**src/hdl/qpc_pkg.sv**
```systemverilog
// Shared types, constants and character decoding for the Q-gram composition classifier.
// No dependencies; every other file except qpc_ram refers to this package by scoped names.
package qpc_pkg;

  // Field widths
  localparam int CHAR_W     = 8;
  localparam int GRAM_W     = 64;
  localparam int CNT_W      = 6;
  localparam int ID_W       = 13;

  // Defaults for the top-level parameters
  localparam int GRAM_LEN_DEF    = 32;
  localparam int MAX_CLASSES_DEF = 6545;

  // Class table: indexed by {count_a, count_c, count_g}, entry = {valid, id}
  localparam int TABLE_AW    = 3 * CNT_W;
  localparam int TABLE_DEPTH = 1 << TABLE_AW;
  localparam int ENTRY_W     = ID_W + 1;

  // Result queue depth (covers one lookup in flight plus a stalled receiver)
  localparam int OUTQ_DEPTH = 3;

  // Characters of interest
  localparam logic [CHAR_W-1:0] CH_NL   = 8'h0A;
  localparam logic [CHAR_W-1:0] CH_GT   = 8'h3E;
  localparam logic [CHAR_W-1:0] CH_SEMI = 8'h3B;
  localparam logic [CHAR_W-1:0] CH_UA   = 8'h41;
  localparam logic [CHAR_W-1:0] CH_UC   = 8'h43;
  localparam logic [CHAR_W-1:0] CH_UG   = 8'h47;
  localparam logic [CHAR_W-1:0] CH_UT   = 8'h54;
  localparam logic [CHAR_W-1:0] CH_LA   = 8'h61;
  localparam logic [CHAR_W-1:0] CH_LC   = 8'h63;
  localparam logic [CHAR_W-1:0] CH_LG   = 8'h67;
  localparam logic [CHAR_W-1:0] CH_LT   = 8'h74;

  // 2-bit base codes
  localparam logic [1:0] BASE_A = 2'd0;
  localparam logic [1:0] BASE_C = 2'd1;
  localparam logic [1:0] BASE_G = 2'd2;
  localparam logic [1:0] BASE_T = 2'd3;

  typedef enum logic [1:0] {
    KIND_BASE,
    KIND_NEWLINE,
    KIND_HEADER,
    KIND_OTHER
  } char_kind_t;

  // Lookup request from the window stage to the class stage
  typedef struct packed {
    logic              valid;
    logic [GRAM_W-1:0] gram;
    logic [CNT_W-1:0]  count_a;
    logic [CNT_W-1:0]  count_c;
    logic [CNT_W-1:0]  count_g;
    logic [CNT_W-1:0]  count_t;
  } lookup_req_t;

  // One result item
  typedef struct packed {
    logic [GRAM_W-1:0] gram;
    logic [CNT_W-1:0]  count_a;
    logic [CNT_W-1:0]  count_c;
    logic [CNT_W-1:0]  count_g;
    logic [CNT_W-1:0]  count_t;
    logic [ID_W-1:0]   class_id;
    logic              new_class;
  } result_t;

  function automatic char_kind_t char_kind(input logic [CHAR_W-1:0] c);
    char_kind_t k;
    unique case (c) inside
      CH_NL:                         k = KIND_NEWLINE;
      CH_GT, CH_SEMI:                k = KIND_HEADER;
      CH_UA, CH_UC, CH_UG, CH_UT,
      CH_LA, CH_LC, CH_LG, CH_LT:    k = KIND_BASE;
      default:                       k = KIND_OTHER;
    endcase
    return k;
  endfunction

  function automatic logic [1:0] base_code(input logic [CHAR_W-1:0] c);
    logic [1:0] b;
    unique case (c) inside
      CH_UC, CH_LC: b = BASE_C;
      CH_UG, CH_LG: b = BASE_G;
      CH_UT, CH_LT: b = BASE_T;
      default:      b = BASE_A;
    endcase
    return b;
  endfunction

endpackage

```
**src/hdl/qpc_outq.sv**
```systemverilog
// Result queue: small circular buffer that decouples the class stage from the receiver.
// Uses qpc_pkg for the result type and depth.
module qpc_outq (
  input  logic                                   clk,
  input  logic                                   rst_n,
  input  logic                                   push,
  input  qpc_pkg::result_t                       push_data,
  input  logic                                   pop_ready,
  output logic                                   pop_valid,
  output qpc_pkg::result_t                       pop_data,
  output logic [$clog2(qpc_pkg::OUTQ_DEPTH+1)-1:0] level
);

  localparam int DEPTH = qpc_pkg::OUTQ_DEPTH;
  localparam int PW    = $clog2(DEPTH);
  localparam int CW    = $clog2(DEPTH + 1);

  qpc_pkg::result_t q_r [DEPTH];
  logic [PW-1:0]    wr_ptr_r, rd_ptr_r;
  logic [CW-1:0]    cnt_r, cnt_nxt;
  logic             pop;

  assign pop_valid = (cnt_r != '0);
  assign pop       = pop_valid && pop_ready;
  assign pop_data  = q_r[rd_ptr_r];
  assign level     = cnt_r;

  always_comb begin
    cnt_nxt = cnt_r;
    if (push && !pop) cnt_nxt = cnt_r + CW'(1);
    if (!push && pop) cnt_nxt = cnt_r - CW'(1);
  end

  always_ff @(posedge clk) begin
    if (!rst_n) begin
      wr_ptr_r <= '0;
      rd_ptr_r <= '0;
      cnt_r    <= '0;
    end else begin
      cnt_r <= cnt_nxt;
      if (push) wr_ptr_r <= (wr_ptr_r == PW'(DEPTH - 1)) ? '0 : wr_ptr_r + PW'(1);
      if (pop)  rd_ptr_r <= (rd_ptr_r == PW'(DEPTH - 1)) ? '0 : rd_ptr_r + PW'(1);
    end
  end

  always_ff @(posedge clk) begin
    if (push) q_r[wr_ptr_r] <= push_data;
  end

`ifndef ASSERT_OFF
  a_no_overflow: assert property (@(posedge clk) disable iff (!rst_n)
    push |-> (cnt_r < CW'(DEPTH)) || pop)
    else $error("result queue overflow");
`endif

endmodule
```
**config.mk**
```make
export PLATFORM = sky130hd
export DESIGN_NAME = qpc_outq
export DESIGN_NICKNAME = d
export VERILOG_FILES = /design/src/hdl/qpc_pkg.sv /design/src/hdl/qpc_outq.sv
export SDC_FILE = /design/constraint.sdc
export NUM_CORES = 1
export LEC_CHECK = 0
export BUFFER_PORTS_ARGS = -buffer_cell sky130_fd_sc_hd__buf_2
export CAP_MARGIN = 15
export CORE_MARGIN = 8
export CORE_UTILIZATION = 50
export DETAILED_ROUTE_END_ITERATION = 8
export GPL_TIMING_DRIVEN = 0
export PLACE_DENSITY = 0.74
export REMOVE_ABC_BUFFERS = 1
export SYNTH_ARGS = -nofsm -noshare
export SYNTH_HDL_FRONTEND = slang
export SYNTH_SLANG_ARGS = --single-unit
```
**constraint.sdc**
```tcl
create_clock -name clk -period 9.9 [get_ports clk]
set_clock_uncertainty 0.05 [all_clocks]
set_input_delay 1.98 -clock clk [delete_from_list [all_inputs] [get_ports clk]]
set_output_delay 1.98 -clock clk [all_outputs]
set_load 0.02 [all_outputs]
```
Word level (Yosys, flattened, before mapping) --
Memories as Yosys holds them, arrays and structs flattened. A register that Yosys moved wholly into a read port is not among the register bits. Index checks and enable logic that the tools add are counted.
Operators by class: mux-type cells 8, eq/ne operators 2, $add $sub $neg 4, reductions and logical operators 7
Operator list (count):
- 2-to-1 mux 2 bit | 6
- adder 2 x 1 -> 2 bit (second input constant) | 3
- equality test 2 bit (second input constant) | 2
- nonzero test 2 bit | 2
- logical AND 1 bit | 3
- logical NOT 1 bit | 2
- 2-to-1 mux 1 bit | 2
- subtractor 2 x 1 -> 2 bit (second input constant) | 1
Word-level totals: memories kept 1, memory bits (writable) 306, input bits 106, bits in registers 6, output and inout bits 105, logic and storage cells 25
Memories:
- q_r | words 3, width 102, read ports 1, clocked after Yosys merged registers in 1, wr ports 1, RTL line qpc_outq.sv:18 | qpc_pkg::result_t q_r [DEPTH];

Logic depth before layout (Yosys ltp) --
depth in word-level cells 6, gate-level depth with buffers 6

Least setup slack after synthesis --
OpenSTA, ideal clock, no wires.
kind input to register, start point in push, end point mem q_r[0][0] in the netlist's numbering (enable), slack 0.209 ns, stages 2, arrival 8.951 ns, required time 9.160 ns, path buffers 0, library setup time 0.690 ns, cell sequence inv_2 -> nor3_1
Between the ends: longest elaborated chain between the ends 2
RTL lines:
- start, declared | RTL line qpc_outq.sv:6 | input logic push,
- 2-to-1 mux 1 bit | RTL line qpc_outq.sv:47 | if (push) q_r[wr_ptr_r] <= push_data;
- 2-to-1 mux 1 bit (not written as such) | RTL line qpc_outq.sv:47
- end, declared | RTL line qpc_outq.sv:18
No other way between the ends.

==> reports/qor.csv <==
stage,metric,value,unit
outcome,outcome,finished clean,
place,Post-Place Cell Area,13200,µm²
final_layout,Multi-input gate area,2090,µm²
critical_path,critical path arrival,2.52,ns
synth,Synth Instances,680,
place,hpwl dp,14.5,mm
synth,Post-synth ARST share,0,
clock_tree,hold buffer count at cts,0,
synth,register area share after synthesis,0.806,
clock_tree,CTS tree,built,
grt,GRT Residual Overflow,0,
pwr,worst vdd ir,219,µV
timing,Final min period,4.55,ns
timing,Tcrit/Tclk final,0.459,
synth,Post-synth EDFFs,306,
synth,"FF+latch count, synth",314,
synth,Post-Synthesis Cell Area,11600,µm²
critical_path,Buf/Inv on CP,3,
timing,final hold vios,0,
critical_path,Most Frequent Cell on Critical Path,buf_16,
clock_tree,Clock Latency Late Sink,0.54,ns
floorplan,Starting Density,0.511,
clock_tree,post_cts resized,0,
route,# DRC,0,
clock_tree,Post-CTS Setup Inserts,0,
grt,GRT Util Overall,0.153,
clock_tree,Root Buffer,clkbuf_16,
final_layout,ANT cells,0,
clock_tree,maximum buffer depth of the clock tree,3,
route,post-route ant nets,0,
timing,Worst Tran Pin Value,0.904,ns
critical_path,Critical Path RT,7.87,ns
route,final WL,22.3,mm
floorplan,Die ar.,28300,µm²
critical_path,CP Max Fanout,36,
grt,global-route wire length before repair,34.3,mm
critical_path,crit path capture type,primary output,
clock_tree,clk sinks,314,
route,Avg Vias per Cell,5.14,
critical_path,critical path's top delay family,buffers and inverters,
synth,Yosys cell types,23,
pwr,P_leak,4.86,nW
synth,syn_area_per_cell,17.1,µm²
final_layout,register area,9360,µm²
place,I/O Buffers,210,
synth,top post-synthesis cells by count,"edfxtp_1, nand2_1, o21ai_1, mux2i_1, clkbuf_1",
place,worst slack at placement,5.90,ns
synth,Yosys warnings,0,
floorplan,Die Ht,168,µm
job,max cap viols,0,
worst_hold_path,Hold Path Class,register to register,
route,via count,6259,
timing,worst slew margin relative to its limit,0.396,
route,drt first pass iters,4,
final_layout,Filler cells,1676,
pwr,total power,3.21,mW
timing,max-slew violations,0,
clock_tree,Num CTS Buffers,31,
floorplan,die width,168,µm
timing,Final WS setup,5.35,ns
timing,Setup-failing EPs final,0,
final_layout,Layout area overhead,21.8,%
synth,top-area cell type share of the netlist area,0.792,
pwr,Pwr per Cell Area,227,nW/µm²
critical_path,CP peak stage delay,0.75,ns
place,gp weighted congestion,0.663,
route,drt wl/cell,18.3,µm
final_layout,final net count,1017,
floorplan,I/O pin count,211,
route,Starting DRT DRC Count,359,
floorplan,FP Rows,55,
synth,ranking of synthesized cells by area,"edfxtp_1, mux2i_1, o21ai_1",
synth,predominant post-synthesis flop cell,edfxtp_1,
clock_tree,clk slew on worst S/H paths,0.06,ns
final_layout,final instance area,14100,µm²
critical_path,crit path launch type,register,
floorplan,Core Footprint,22700,µm²
final_layout,layout cell share with drive strength beyond 1,0.295,
grt,vias in the first global route,6421,
grt,initial antenna violation count,4,
timing,RSZ-0062 raised after global routing,false,
critical_path,Setup Crit Path Kind,register to primary output,
critical_path,worst-path cell chain,buf_16 -> buf_16 -> mux2i_1 -> o21ai_1 -> buf_2,
synth,Synth area leader,edfxtp_1,
grt,largest net degree at the start of global routing,95,
synth,"count leader, synth",edfxtp_1,
clock_tree,H-tree depth,1,
timing,maximum clock frequency,220,MHz
critical_path,Critical-path top delay cell,dfxtp_4,
-- tightest hold or removal path: stages, from the launching register on --
cell and delay [ns]:
dfxtp_1 0.31, nand2_1 0.05, a21boi_1 0.07
-- state kept, by name, summed over array words and instances, names as in the netlist, named ones only --
| signal | count |
|---|---|
| level | 2 |
| q_r | 306 |
| rd_ptr_r | 2 |
| wr_ptr_r | 2 |
-- metal layers --
layer / track usage / wire length, µm
met1: 0.185 / 9120
met2: 0.263 / 11000
met3: 0.0505 / 1750
met4: 0.0377 / 412
met5: 0 / 40
-- final timing paths --
path | slack, ns | cells after the start | from | to
max | 5.35 | 5 | register | pop_data[31]
max reg2reg | 7.77 | 4 | wr_ptr_r[1] | q_r[2][72]
min | 0.42 | 2 | rd_ptr_r[0] | register
min reg2reg | 0.42 | 2 | rd_ptr_r[0] | register
-- metrics by stage --
step	setup TNS, ns	instances	utilization	hold WS (ns)
after floorplan	0	646	-	0.401
after global placement	-545.50	1141	0.565	0.415
after detailed placement	0	1162	0.583	0.424
after CTS	0	1218	0.622	0.431
after global routing	0	1218	0.622	0.468
final	0	1218	0.622	0.423
-- placed cells by master, fill, tap and decap left out, types with 2 or more instances in the layout --
cell,n
edfxtp_1,306
buf_2,210
nand2_1,106
o21ai_1,103
mux2i_1,102
clkbuf_16,31
clkinv_1,11
clkbuf_1,7
dfxtp_1,6
buf_16,6
buf_6,6
clkinv_2,5
buf_12,5
a21boi_1,3
buf_8,3
nor2_4,2
or3_1,2
xnor2_1,2
nor2b_1,2
o21a_1,2
dfxtp_4,2
-- power breakdown --
part / total (mW) / internal (mW) / switching [mW]
Combinational: 0.625 / 0.239 / 0.386
Clock: 1.01 / 0.570 / 0.444
Sequential: 1.57 / 1.53 / 0.0446
-- cell families (layout without fill, tap and decap cells) --
group,Yosys count,count (layout),synth area share
compound gates,109,109,0.0481
xor+xnor,2,2,0.00151
fa+ha+maj,1,1,0.00108
buf+inv,36,289,0.0161
flops,314,314,0.806
mux,102,102,0.0880
simple gates,116,116,0.0394
-- cell type report --
class                   count  area share
clock inverters            18     0.00593
repair buffers            231       0.102
multi-input cells         330       0.148
well taps                 285      0.0252
flip-flops and latches    314       0.662
inverters                   2    0.000531
clock buffers              38      0.0568
(Power assumes the default switching activity.)
