`src/hdl/qpc_pkg.sv`:
```
// Shared types, constants and character decoding for the Q-gram composition classifier.
// No dependencies; every other file except qpc_ram refers to this package by scoped names.
package qpc_pkg;

  // Field widths
  localparam int CHAR_W     = 8;
  localparam int GRAM_W     = 64;
  localparam int CNT_W      = 6;
  localparam int ID_W       = 13;

  // Defaults for the top-level parameters
  localparam int GRAM_LEN_DEF    = 32;
  localparam int MAX_CLASSES_DEF = 6545;

  // Class table: indexed by {count_a, count_c, count_g}, entry = {valid, id}
  localparam int TABLE_AW    = 3 * CNT_W;
  localparam int TABLE_DEPTH = 1 << TABLE_AW;
  localparam int ENTRY_W     = ID_W + 1;

  // Result queue depth (covers one lookup in flight plus a stalled receiver)
  localparam int OUTQ_DEPTH = 3;

  // Characters of interest
  localparam logic [CHAR_W-1:0] CH_NL   = 8'h0A;
  localparam logic [CHAR_W-1:0] CH_GT   = 8'h3E;
  localparam logic [CHAR_W-1:0] CH_SEMI = 8'h3B;
  localparam logic [CHAR_W-1:0] CH_UA   = 8'h41;
  localparam logic [CHAR_W-1:0] CH_UC   = 8'h43;
  localparam logic [CHAR_W-1:0] CH_UG   = 8'h47;
  localparam logic [CHAR_W-1:0] CH_UT   = 8'h54;
  localparam logic [CHAR_W-1:0] CH_LA   = 8'h61;
  localparam logic [CHAR_W-1:0] CH_LC   = 8'h63;
  localparam logic [CHAR_W-1:0] CH_LG   = 8'h67;
  localparam logic [CHAR_W-1:0] CH_LT   = 8'h74;

  // 2-bit base codes
  localparam logic [1:0] BASE_A = 2'd0;
  localparam logic [1:0] BASE_C = 2'd1;
  localparam logic [1:0] BASE_G = 2'd2;
  localparam logic [1:0] BASE_T = 2'd3;

  typedef enum logic [1:0] {
    KIND_BASE,
    KIND_NEWLINE,
    KIND_HEADER,
    KIND_OTHER
  } char_kind_t;

  // Lookup request from the window stage to the class stage
  typedef struct packed {
    logic              valid;
    logic [GRAM_W-1:0] gram;
    logic [CNT_W-1:0]  count_a;
    logic [CNT_W-1:0]  count_c;
    logic [CNT_W-1:0]  count_g;
    logic [CNT_W-1:0]  count_t;
  } lookup_req_t;

  // One result item
  typedef struct packed {
    logic [GRAM_W-1:0] gram;
    logic [CNT_W-1:0]  count_a;
    logic [CNT_W-1:0]  count_c;
    logic [CNT_W-1:0]  count_g;
    logic [CNT_W-1:0]  count_t;
    logic [ID_W-1:0]   class_id;
    logic              new_class;
  } result_t;

  function automatic char_kind_t char_kind(input logic [CHAR_W-1:0] c);
    char_kind_t k;
    unique case (c) inside
      CH_NL:                         k = KIND_NEWLINE;
      CH_GT, CH_SEMI:                k = KIND_HEADER;
      CH_UA, CH_UC, CH_UG, CH_UT,
      CH_LA, CH_LC, CH_LG, CH_LT:    k = KIND_BASE;
      default:                       k = KIND_OTHER;
    endcase
    return k;
  endfunction

  function automatic logic [1:0] base_code(input logic [CHAR_W-1:0] c);
    logic [1:0] b;
    unique case (c) inside
      CH_UC, CH_LC: b = BASE_C;
      CH_UG, CH_LG: b = BASE_G;
      CH_UT, CH_LT: b = BASE_T;
      default:      b = BASE_A;
    endcase
    return b;
  endfunction

endpackage

```
`src/hdl/qpc_window.sv`:
```
// Window stage: FASTA byte parsing, 2-bit base window, per-base counts.
// Uses qpc_pkg; issues a lookup request for every full Q-gram.
module qpc_window #(
  parameter int GRAM_LEN = qpc_pkg::GRAM_LEN_DEF
) (
  input  logic                       clk,
  input  logic                       rst_n,
  input  logic                       accept,
  input  logic [qpc_pkg::CHAR_W-1:0] char_in,
  output qpc_pkg::lookup_req_t       req
);

  localparam int WIN_W  = 2 * GRAM_LEN;
  localparam int FILL_W = $clog2(GRAM_LEN + 1);
  localparam int CW     = qpc_pkg::CNT_W;

  logic [WIN_W-1:0]  window_r, window_nxt, window_shift;
  logic [FILL_W-1:0] fill_r, fill_nxt, fill_upd;
  logic [CW-1:0]     cnt_r [4];
  logic [CW-1:0]     cnt_nxt [4];
  logic [CW-1:0]     cnt_upd [4];
  logic              in_header_r, in_header_nxt;
  logic              full;
  logic [1:0]        code, old;
  qpc_pkg::char_kind_t kind;

  assign kind         = qpc_pkg::char_kind(char_in);
  assign code         = qpc_pkg::base_code(char_in);
  assign full         = (fill_r == FILL_W'(GRAM_LEN));
  assign old          = window_r[WIN_W-1 -: 2];
  assign window_shift = WIN_W'({window_r, code});
  assign fill_upd     = full ? fill_r : fill_r + FILL_W'(1);

  // Enter the new base, retire the oldest once the window is full
  always_comb begin
    for (int b = 0; b < 4; b++) begin
      cnt_upd[b] = cnt_r[b] + CW'(code == 2'(b)) - CW'(full && (old == 2'(b)));
    end
  end

  always_comb begin
    window_nxt    = window_r;
    fill_nxt      = fill_r;
    in_header_nxt = in_header_r;
    for (int b = 0; b < 4; b++) begin
      cnt_nxt[b] = cnt_r[b];
    end
    req.valid   = 1'b0;
    req.gram    = qpc_pkg::GRAM_W'(window_shift);
    req.count_a = cnt_upd[0];
    req.count_c = cnt_upd[1];
    req.count_g = cnt_upd[2];
    req.count_t = cnt_upd[3];

    if (accept) begin
      if (in_header_r) begin
        if (kind == qpc_pkg::KIND_NEWLINE) begin
          in_header_nxt = 1'b0;
        end
      end else begin
        unique case (kind)
          qpc_pkg::KIND_NEWLINE: begin
            // keep the window across line breaks
            in_header_nxt = 1'b0;
          end
          qpc_pkg::KIND_HEADER: begin
            window_nxt    = '0;
            fill_nxt      = '0;
            in_header_nxt = 1'b1;
            for (int b = 0; b < 4; b++) cnt_nxt[b] = '0;
          end
          qpc_pkg::KIND_BASE: begin
            window_nxt = window_shift;
            fill_nxt   = fill_upd;
            for (int b = 0; b < 4; b++) cnt_nxt[b] = cnt_upd[b];
            req.valid  = (fill_upd == FILL_W'(GRAM_LEN));
          end
          default: begin
            window_nxt = '0;
            fill_nxt   = '0;
            for (int b = 0; b < 4; b++) cnt_nxt[b] = '0;
          end
        endcase
      end
    end
  end

  always_ff @(posedge clk) begin
    if (!rst_n) begin
      window_r    <= '0;
      fill_r      <= '0;
      in_header_r <= 1'b0;
      for (int b = 0; b < 4; b++) cnt_r[b] <= '0;
    end else begin
      window_r    <= window_nxt;
      fill_r      <= fill_nxt;
      in_header_r <= in_header_nxt;
      for (int b = 0; b < 4; b++) cnt_r[b] <= cnt_nxt[b];
    end
  end

endmodule

```
`config.mk`:
```
export PLATFORM = sky130hd
export DESIGN_NAME = qpc_window
export DESIGN_NICKNAME = d
export VERILOG_FILES = /design/src/hdl/qpc_pkg.sv /design/src/hdl/qpc_window.sv
export SDC_FILE = /design/constraint.sdc
export NUM_CORES = 1
export LEC_CHECK = 0
export BUFFER_PORTS_ARGS = -buffer_cell sky130_fd_sc_hd__buf_2
export CAP_MARGIN = 0
export CELL_PAD_IN_SITES_DETAIL_PLACEMENT = 1
export CELL_PAD_IN_SITES_GLOBAL_PLACEMENT = 2
export CORE_MARGIN = 1
export CORE_UTILIZATION = 30
export CTS_CLUSTER_DIAMETER = 150
export DETAILED_ROUTE_END_ITERATION = 6
export PLACE_DENSITY_LB_ADDON = 0.1
export SYNTH_ARGS = -nofsm -noshare
export SYNTH_HDL_FRONTEND = slang
export SYNTH_SLANG_ARGS = --single-unit
```
`constraint.sdc`:
```
create_clock -name clk -period 4.55 [get_ports clk]
set_clock_uncertainty 0.2 [all_clocks]
set_input_delay 0.455 -clock clk [delete_from_list [all_inputs] [get_ports clk]]
set_output_delay 0.455 -clock clk [all_outputs]
set_load 0.01 [all_outputs]
```
Word-level counts from Yosys, hierarchy flattened
Memories as Yosys holds them, arrays and structs flattened.
Cells that the tools add are included.
- input port bits: 11
- bits in writable memories: 24
- output and inout bits: 89
- register bits: 71
- memories kept: 1
- memory list (memory ; depth ; bits a word ; rd ports ; clocked after Yosys merged registers in ; wr ports ; RTL line ; text):
    cnt_r ; 4 ; 6 ; 4 ; 0 ; 4 ; qpc_window.sv:19 ; logic [CW-1:0] cnt_r [4];
- equal/unequal tests: 21
- reductions and logical operators: 13
- $add $sub $neg: 9
- muxes and demuxes: 20
- bitwise gates (word level): 6
- operators by type and width (operator ; count):
    64-bit case mux with 2 select lines ; 1
    8-bit by 7-bit == test with 1-bit output, second input constant ; 8
    24-bit two-way mux ; 2
    24-bit case mux with 2 select lines ; 1
    6-bit two-way mux ; 5
    6-bit by 1-bit adder with 6-bit output ; 4
    6-bit by 1-bit subtractor with 6-bit output ; 4
    8-bit by 6-bit == test with 1-bit output, second input constant ; 2
    6-bit == test, second input constant ; 2
    2-bit case mux with 3 select lines ; 2
    6-bit case mux with 2 select lines ; 1
    2-bit == test, second input constant ; 5
    8-bit by 4-bit == test with 1-bit output, second input constant ; 1
    1-bit two-way mux ; 8
    2-bit OR reduction ; 4
    8-bit OR reduction ; 1
    6-bit by 1-bit adder with 6-bit output, second input constant ; 1
    2-bit by 1-bit == test with 1-bit output, second input constant ; 3
    2-bit zero test ; 3
    1-bit logical AND ; 4
    1-bit OR ; 4
    3-bit AND reduction ; 1
    1-bit NOT ; 2

Depth between registers and ports, before layout
Gate-level depths: netlist of the first run.
- depth in word-level cells: 10
- depth in mapped cells: 14
- depth with buffers taken out: 14

Worst setup path after synthesis of the first run
No wires, ideal clock.
- kind: register to output
- from: reg fill_r[0]
- to: out req[4] in the netlist's numbering
- setup slack: 1.329 ns
- data arrival time: 2.566 ns
- required time: 3.895 ns
- stages on the path, launching flop included: 13
- cell sequence: dfxtp_1 inv_1 ha_1 nand4b_1 inv_1 and3_1 ha_1 inv_1 ha_1 fa_1 a21o_1 a21oi_1 xnor2_1
- RTL lines (item ; RTL line ; text):
    start: declaration ; qpc_window.sv:18 ; logic [FILL_W-1:0] fill_r, fill_nxt, fill_upd;
    start signal: assignment ; qpc_window.sv:96 ; fill_r <= fill_nxt;
    end: declaration ; qpc_window.sv:10 ; output qpc_pkg::lookup_req_t req

==> impl_metrics.tcl, run 1 <==
set metrics [dict create \
    status "complete, no violations" \
    synth_fp_nets 589 \
    grt_max_degree 95 \
    grt_pass1_vias 3831 \
    reg2reg_depth 13 \
    use_met3_pct 2.54 \
    antenna_left 0 \
    final_common_cell "buf_2" \
    r2r-start "fill_r[0]" \
    rows 47 \
    antenna_found_initial 0 \
    drt_iter0_markers 184 \
    cap_violations 0 \
    cts_buffer_depth 2 \
    io_pins 100 \
    routed_wl_microns 12300 \
    crit_required_ns 3.89 \
    timing.reg2reg.setup_slack_ns 1.29 \
    postCtsHoldBufs 0 \
    htreeDepth 3 \
    cts_resized 0 \
    p_switching_mw 0.399 \
    synth.yosys.warnings 0 \
    drc 0 \
    die-area_sq_um 17400 \
    met2_usage_pct 23.1 \
    seqPwrFrac_pct 50.9 \
    p_leak_nw 2.19 \
    syn_area_sq_um 5070 \
    max_freq_mhz 253 \
    nets 608 \
    grt_overflow 0 \
    intPower_mw 1.23 \
    grt-busiest-layer "met2" \
    ys_types 36 \
    cts_tree "built" \
    p_clk_share_pct 45.1 \
    hold_path_class "primary input to register" \
    worst_setup_path_end_kind "primary output" \
    grt_setup_unrepaired "false" \
    vias 3808 \
    place.gp.congestion 0.743 \
    path_clk_slew_ns 0.07 \
    syn_avg_cell_area_sq_um 9.25 \
    worstPathArrival_ns 3.30 \
    clock_sinks 95 \
    slew_headroom_pct 57.2 \
    clk_latency_ns 0.34 \
    path_class "register to primary output" \
    viasPerCell 4.81 \
    stdcell_count 792 \
    layout-drive-gt1-share_pct 21.7 \
    hpwl_microns 8100 \
    setup_tns_ns 0 \
    start_kind "register" \
    min_period_over_period_pct 86.9 \
    initial_core_util_pct 30.7 \
    power-per-cell-area_nw_per_um2 294 \
    placed_cells 776 \
    worst_pin_slew_ns 0.642 \
    final_cell_mix "buf_2 (99), dfxtp_1 (95), nor2b_1 (84), a22oi_1 (82), inv_1 (35)" \
    grt_util_all_layers_pct 14.4 \
    fin_crit_ns 3.95 \
    min_path_cells 3 \
    setup_viol 0 \
    cts-buffers-inserted 9 \
    irDropWorstVdd_mv 0.172 \
    die_w_microns 132 \
    cts_setup_buffers 0 \
    met1_usage_pct 19.3 \
    ys_ff_latch 95 \
    area_growth_pct 9.61 \
    synth_enable_flop_cells 0 \
    clockRootBuffer "clkbuf_16" \
    core_region_area_sq_um 16500 \
    ys_seq_area_share_pct 37.5 \
    synth_flop_cell "dfxtp_1" \
    first_pass_iters 4 \
    synth_cells 548 \
    slew_violations 0 \
    holdPathEnd "in_header_r" \
    hold_viol 0 \
    cp_max_fo 8 \
    power_frac_comb_pct 3.9 \
    grt_pass1_wl_microns 20200 \
    diodes 0 \
    fp.dieH_microns 132 \
    avgRoutedWirePerCell_microns 15.5 \
    io_buffers 99 \
    async_flop_share_pct 0 \
    swShare_pct 24.4 \
    hp-start "accept" \
    r2r_end "cnt_r[3][4]" \
]
[registers in the layout, summed over array words and instances, names as in the netlist]
name	cells
cnt_r	24
fill_r	6
in_header_r	1
window_r	64
[area by class of cell]
type                            instances  area, sq um
Fill cell                            1929        11000
Multi-Input combinational cell        323         2430
Sequential cell                        95         1900
Timing Repair Buffer                  103          538
Tap cell                              220          275
Clock buffer                           10          229
Inverter                               35          131
Clock inverter                          6         52.6
[kinds of logic after synthesis]
logic type	Yosys count	synth area share, %
compound gates	131	19.3
simple gates	138	16.3
flops	95	37.5
buf+inv	130	14.7
xor+xnor	24	4.15
fa+ha+maj	30	8.00
[metrics by stage]
stage / hold slack [ns] / util (%) / power (mW) / cell area, sq um / setup slack, ns
final: 0.283 / 33.6 / 1.63 / 5550 / 0.595
after global routing: 0.280 / 33.6 / 1.72 / 5550 / 0.362
after CTS: 0.268 / 33.6 / 1.67 / 5550 / 0.547
after detailed placement: 0.311 / 31.9 / 0.916 / 5270 / 0.929
after global placement: 0.299 / 31.9 / 0.916 / 5270 / 1.04
after floorplan: 0.287 / - / 0.895 / 5070 / 1.33
[cell usage after synthesis, drive strengths merged, types with 2 or more instances]
master | instances | share of area, %
xor2 | 5 | 0.86
inv | 35 | 2.6
dfxtp | 95 | 38
and3 | 6 | 0.74
nand3 | 11 | 1.1
buf | 71 | 10
clkbuf | 24 | 1.8
fa | 4 | 1.6
o21bai | 4 | 0.59
a22oi | 82 | 12
o21ai | 6 | 0.59
a32o | 8 | 1.6
nor3b | 3 | 0.44
xnor2 | 19 | 3.3
nand4 | 4 | 0.49
a211oi | 4 | 0.59
nand2 | 7 | 0.52
a21oi | 14 | 1.4
nor3 | 2 | 0.20
a21o | 9 | 1.3
nor2 | 11 | 0.81
ha | 26 | 6.4
nand4b | 3 | 0.52
nor2b | 84 | 10
[worst max path at each step]
| stage | slack (ns) | depth (start not counted) | end | from |
|---|---|---|---|---|
| after global routing | 0.36 | 13 | req[4] | fill_r[0] |
| after floorplan | 1.33 | 12 | req[4] | fill_r[0] |
| final | 0.60 | 13 | req[4] | fill_r[0] |
| after CTS | 0.55 | 13 | req[4] | fill_r[0] |
| after global placement | 1.04 | 13 | req[4] | fill_r[0] |
| after detailed placement | 0.93 | 13 | req[4] | fill_r[0] |
[power groups by stage]
stage	Clock [mW]	Sequential [mW]	Combinational, mW
final	0.737	0.831	0.0642
after CTS	0.774	0.831	0.0659
after floorplan	0	0.850	0.0441
after global routing	0.817	0.831	0.0698
after global placement	0	0.851	0.0652
after detailed placement	0	0.851	0.0658
[layer usage]
metal  part of all wire (%)  wire length [microns]  vias up
li1                       -                      -     1879
met1                     49                   5980     1845
met2                     46                   5610       73
met3                    3.9                    482       11
met4                    1.6                    195        0
met5                      0                      0        -
[worst max-delay path, cell delays in order (launching register included)]
cell and delay [ns]:
dfxtp_1 0.45, inv_1 0.10, ha_1 0.21, nand4b_1 0.25, inv_1 0.12, and3_1 0.20
ha_1 0.26, inv_1 0.04, ha_1 0.23, fa_1 0.42, a21o_1 0.20, a21oi_1 0.16
xnor2_1 0.15, buf_2 0.16
No activity file was read; power rests on OpenSTA's default activity.
==> run 2, diff against run 1 <==
- CORE_UTILIZATION: 30 -> 36
==> run 2 against run 1 <==
Compared with the run above: clock-buffer cell count is 1 lower; total power grew 0.96%; final area fell by 1.1%; routed wire length decreased by 3.1%; non-clock buffer count down 1; largest power group unchanged; register-to-register slack improved by 0.05 ns; via count rose by 1.3%.
==> impl_metrics.tcl, run 2 (synthesis gave the netlist of run 1 again) <==
set metrics [dict create \
    slew_headroom_pct 29.0 \
    max_freq_mhz 255 \
    diodes 0 \
    min_period_over_period_pct 86.2 \
    rows 42 \
    largestRegisters "window_r: 64 flops, cnt_r: 24 flops, fill_r: 6 flops" \
    path_class "register to primary output" \
    vias 3858 \
    hold_viol 0 \
    irDropWorstVdd_mv 0.165 \
    cts_buffer_depth 2 \
    htreeDepth 3 \
    met2_usage_pct 27.9 \
    hold_path_class "primary input to register" \
    first_pass_iters 4 \
    worst_setup_path_end_kind "primary output" \
    viasPerCell 5.16 \
    fin_crit_ns 3.92 \
    worst_pin_slew_ns 1.07 \
    routed_wl_microns 11900 \
    final_cell_mix "buf_2 (99), dfxtp_1 (95), nor2b_1 (84), a22oi_1 (82), inv_1 (35)" \
    setup_viol 0 \
    place.gp.congestion 0.738 \
    grt_setup_unrepaired "false" \
    initial_core_util_pct 37.5 \
    largest_register_ffs 64 \
    use_met3_pct 4.25 \
    cp_cell_sequence "inv_1, ha_1, nand4b_1, inv_1, and3_1, ha_1, inv_1, ha_1, fa_1, a21o_1, a21oi_1, xnor2_1, buf_2" \
    worst_path_largest_cell_delay_ns 0.45 \
    final_common_cell "buf_2" \
    stdcell_count 747 \
    cts_tree "built" \
    crit_required_ns 3.89 \
    path_clk_slew_ns 0.07 \
    clock_sinks 95 \
    placed_cells 731 \
    clockRootBuffer "clkbuf_16" \
    io_pins 100 \
    setup_tns_ns 0 \
    core_region_area_sq_um 13500 \
    slowest_stage "dfxtp_1" \
    nets 607 \
    cts_resized 0 \
    io_buffers 99 \
    cap_violations 0 \
    met1_usage_pct 21.1 \
    p_leak_nw 2.20 \
    antenna_left 0 \
    regMostFlops "window_r" \
    worstPathArrival_ns 3.27 \
    cts_setup_buffers 0 \
    grt-busiest-layer "met2" \
    hpwl_microns 8000 \
    grt_pass1_wl_microns 19200 \
    layout-drive-gt1-share_pct 21.7 \
    grt_overflow 0 \
    die_w_microns 121 \
    grt_pass1_vias 3785 \
    grt_max_degree 95 \
    antenna_found_initial 0 \
    cp_max_fo 8 \
    fp.dieH_microns 121 \
    start_kind "register" \
    cts-buffers-inserted 9 \
    slew_violations 0 \
    status "complete, no violations" \
    area_growth_pct 8.42 \
    grt_util_all_layers_pct 16.7 \
    clk_latency_ns 0.34 \
    avgRoutedWirePerCell_microns 15.9 \
    drt_iter0_markers 216 \
    die-area_sq_um 14600 \
    finalPower_mw 1.65 \
    postCtsHoldBufs 0 \
    drc 0 \
    power-per-cell-area_nw_per_um2 300 \
]
[run 2: cell count changes in the layout (fill, tap and decap cells not counted), sizes merged]
| cell | before | now |
|---|---|---|
| clkinv | 1 | 5 |
| clkinvlp | 2 | 0 |
| inv | 38 | 36 |
| buf | 103 | 102 |
| bufinv | 0 | 1 |
| clkbuf | 10 | 9 |
[run 2: layer usage]
layer  up-vias  share of wire (%)
met2        66                 48
met3        11                3.8
met5         -                  0
met4         0                1.2
met1      1905                 47
li1       1876                  -
[run 2: area by class of cell]
| cell class | count | area, sq um |
|---|---|---|
| timing repair buffer | 102 | 518 |
| inverter | 35 | 131 |
| tap | 176 | 220 |
| multi-input combinational | 323 | 2430 |
| clock buffer | 9 | 225 |
| sequential | 95 | 1900 |
| clock inverter | 7 | 71.3 |
| fill | 1569 | 8010 |
[run 2: metrics by stage]
step | util (%) | instance area (sq um) | hold slack, ns | setup slack [ns]
global placement | 38.5 | 5200 | 0.298 | 1.07
global route | 40.7 | 5490 | 0.319 | 0.421
detailed placement | 38.5 | 5200 | 0.313 | 0.980
floorplan | - | 5070 | 0.287 | 1.33
CTS | 40.7 | 5490 | 0.308 | 0.601
finish | 40.7 | 5490 | 0.327 | 0.628
[run 2: critical path: cells and delay by family, from the launching register on]
kind	cells	cell delay, ns
simple gates	2	0.44
fa+ha+maj	4	1.10
xor+xnor	1	0.16
buf+inv	4	0.42
compound gates	2	0.36
flops	1	0.45
[run 2: report_power, final]
group	internal, mW	total, mW	switching, mW
sequential	0.831	0.831	0.000225
combinational	0.0206	0.0616	0.0410
clock	0.427	0.755	0.328
total	1.28	1.65	0.369
[run 2: worst paths after layout]
| path | start | end | slack (ns) | cells past startpoint |
|---|---|---|---|---|
| worst min-delay path | accept | in_header_r | 0.33 | 3 |
| worst max-delay path | fill_r[0] | req[4] | 0.63 | 13 |
| worst min register to register | cnt_r[0][5] | cnt_r[0][5] | 0.33 | 1 |
| worst max register to register | fill_r[0] | cnt_r[3][4] | 1.34 | 13 |
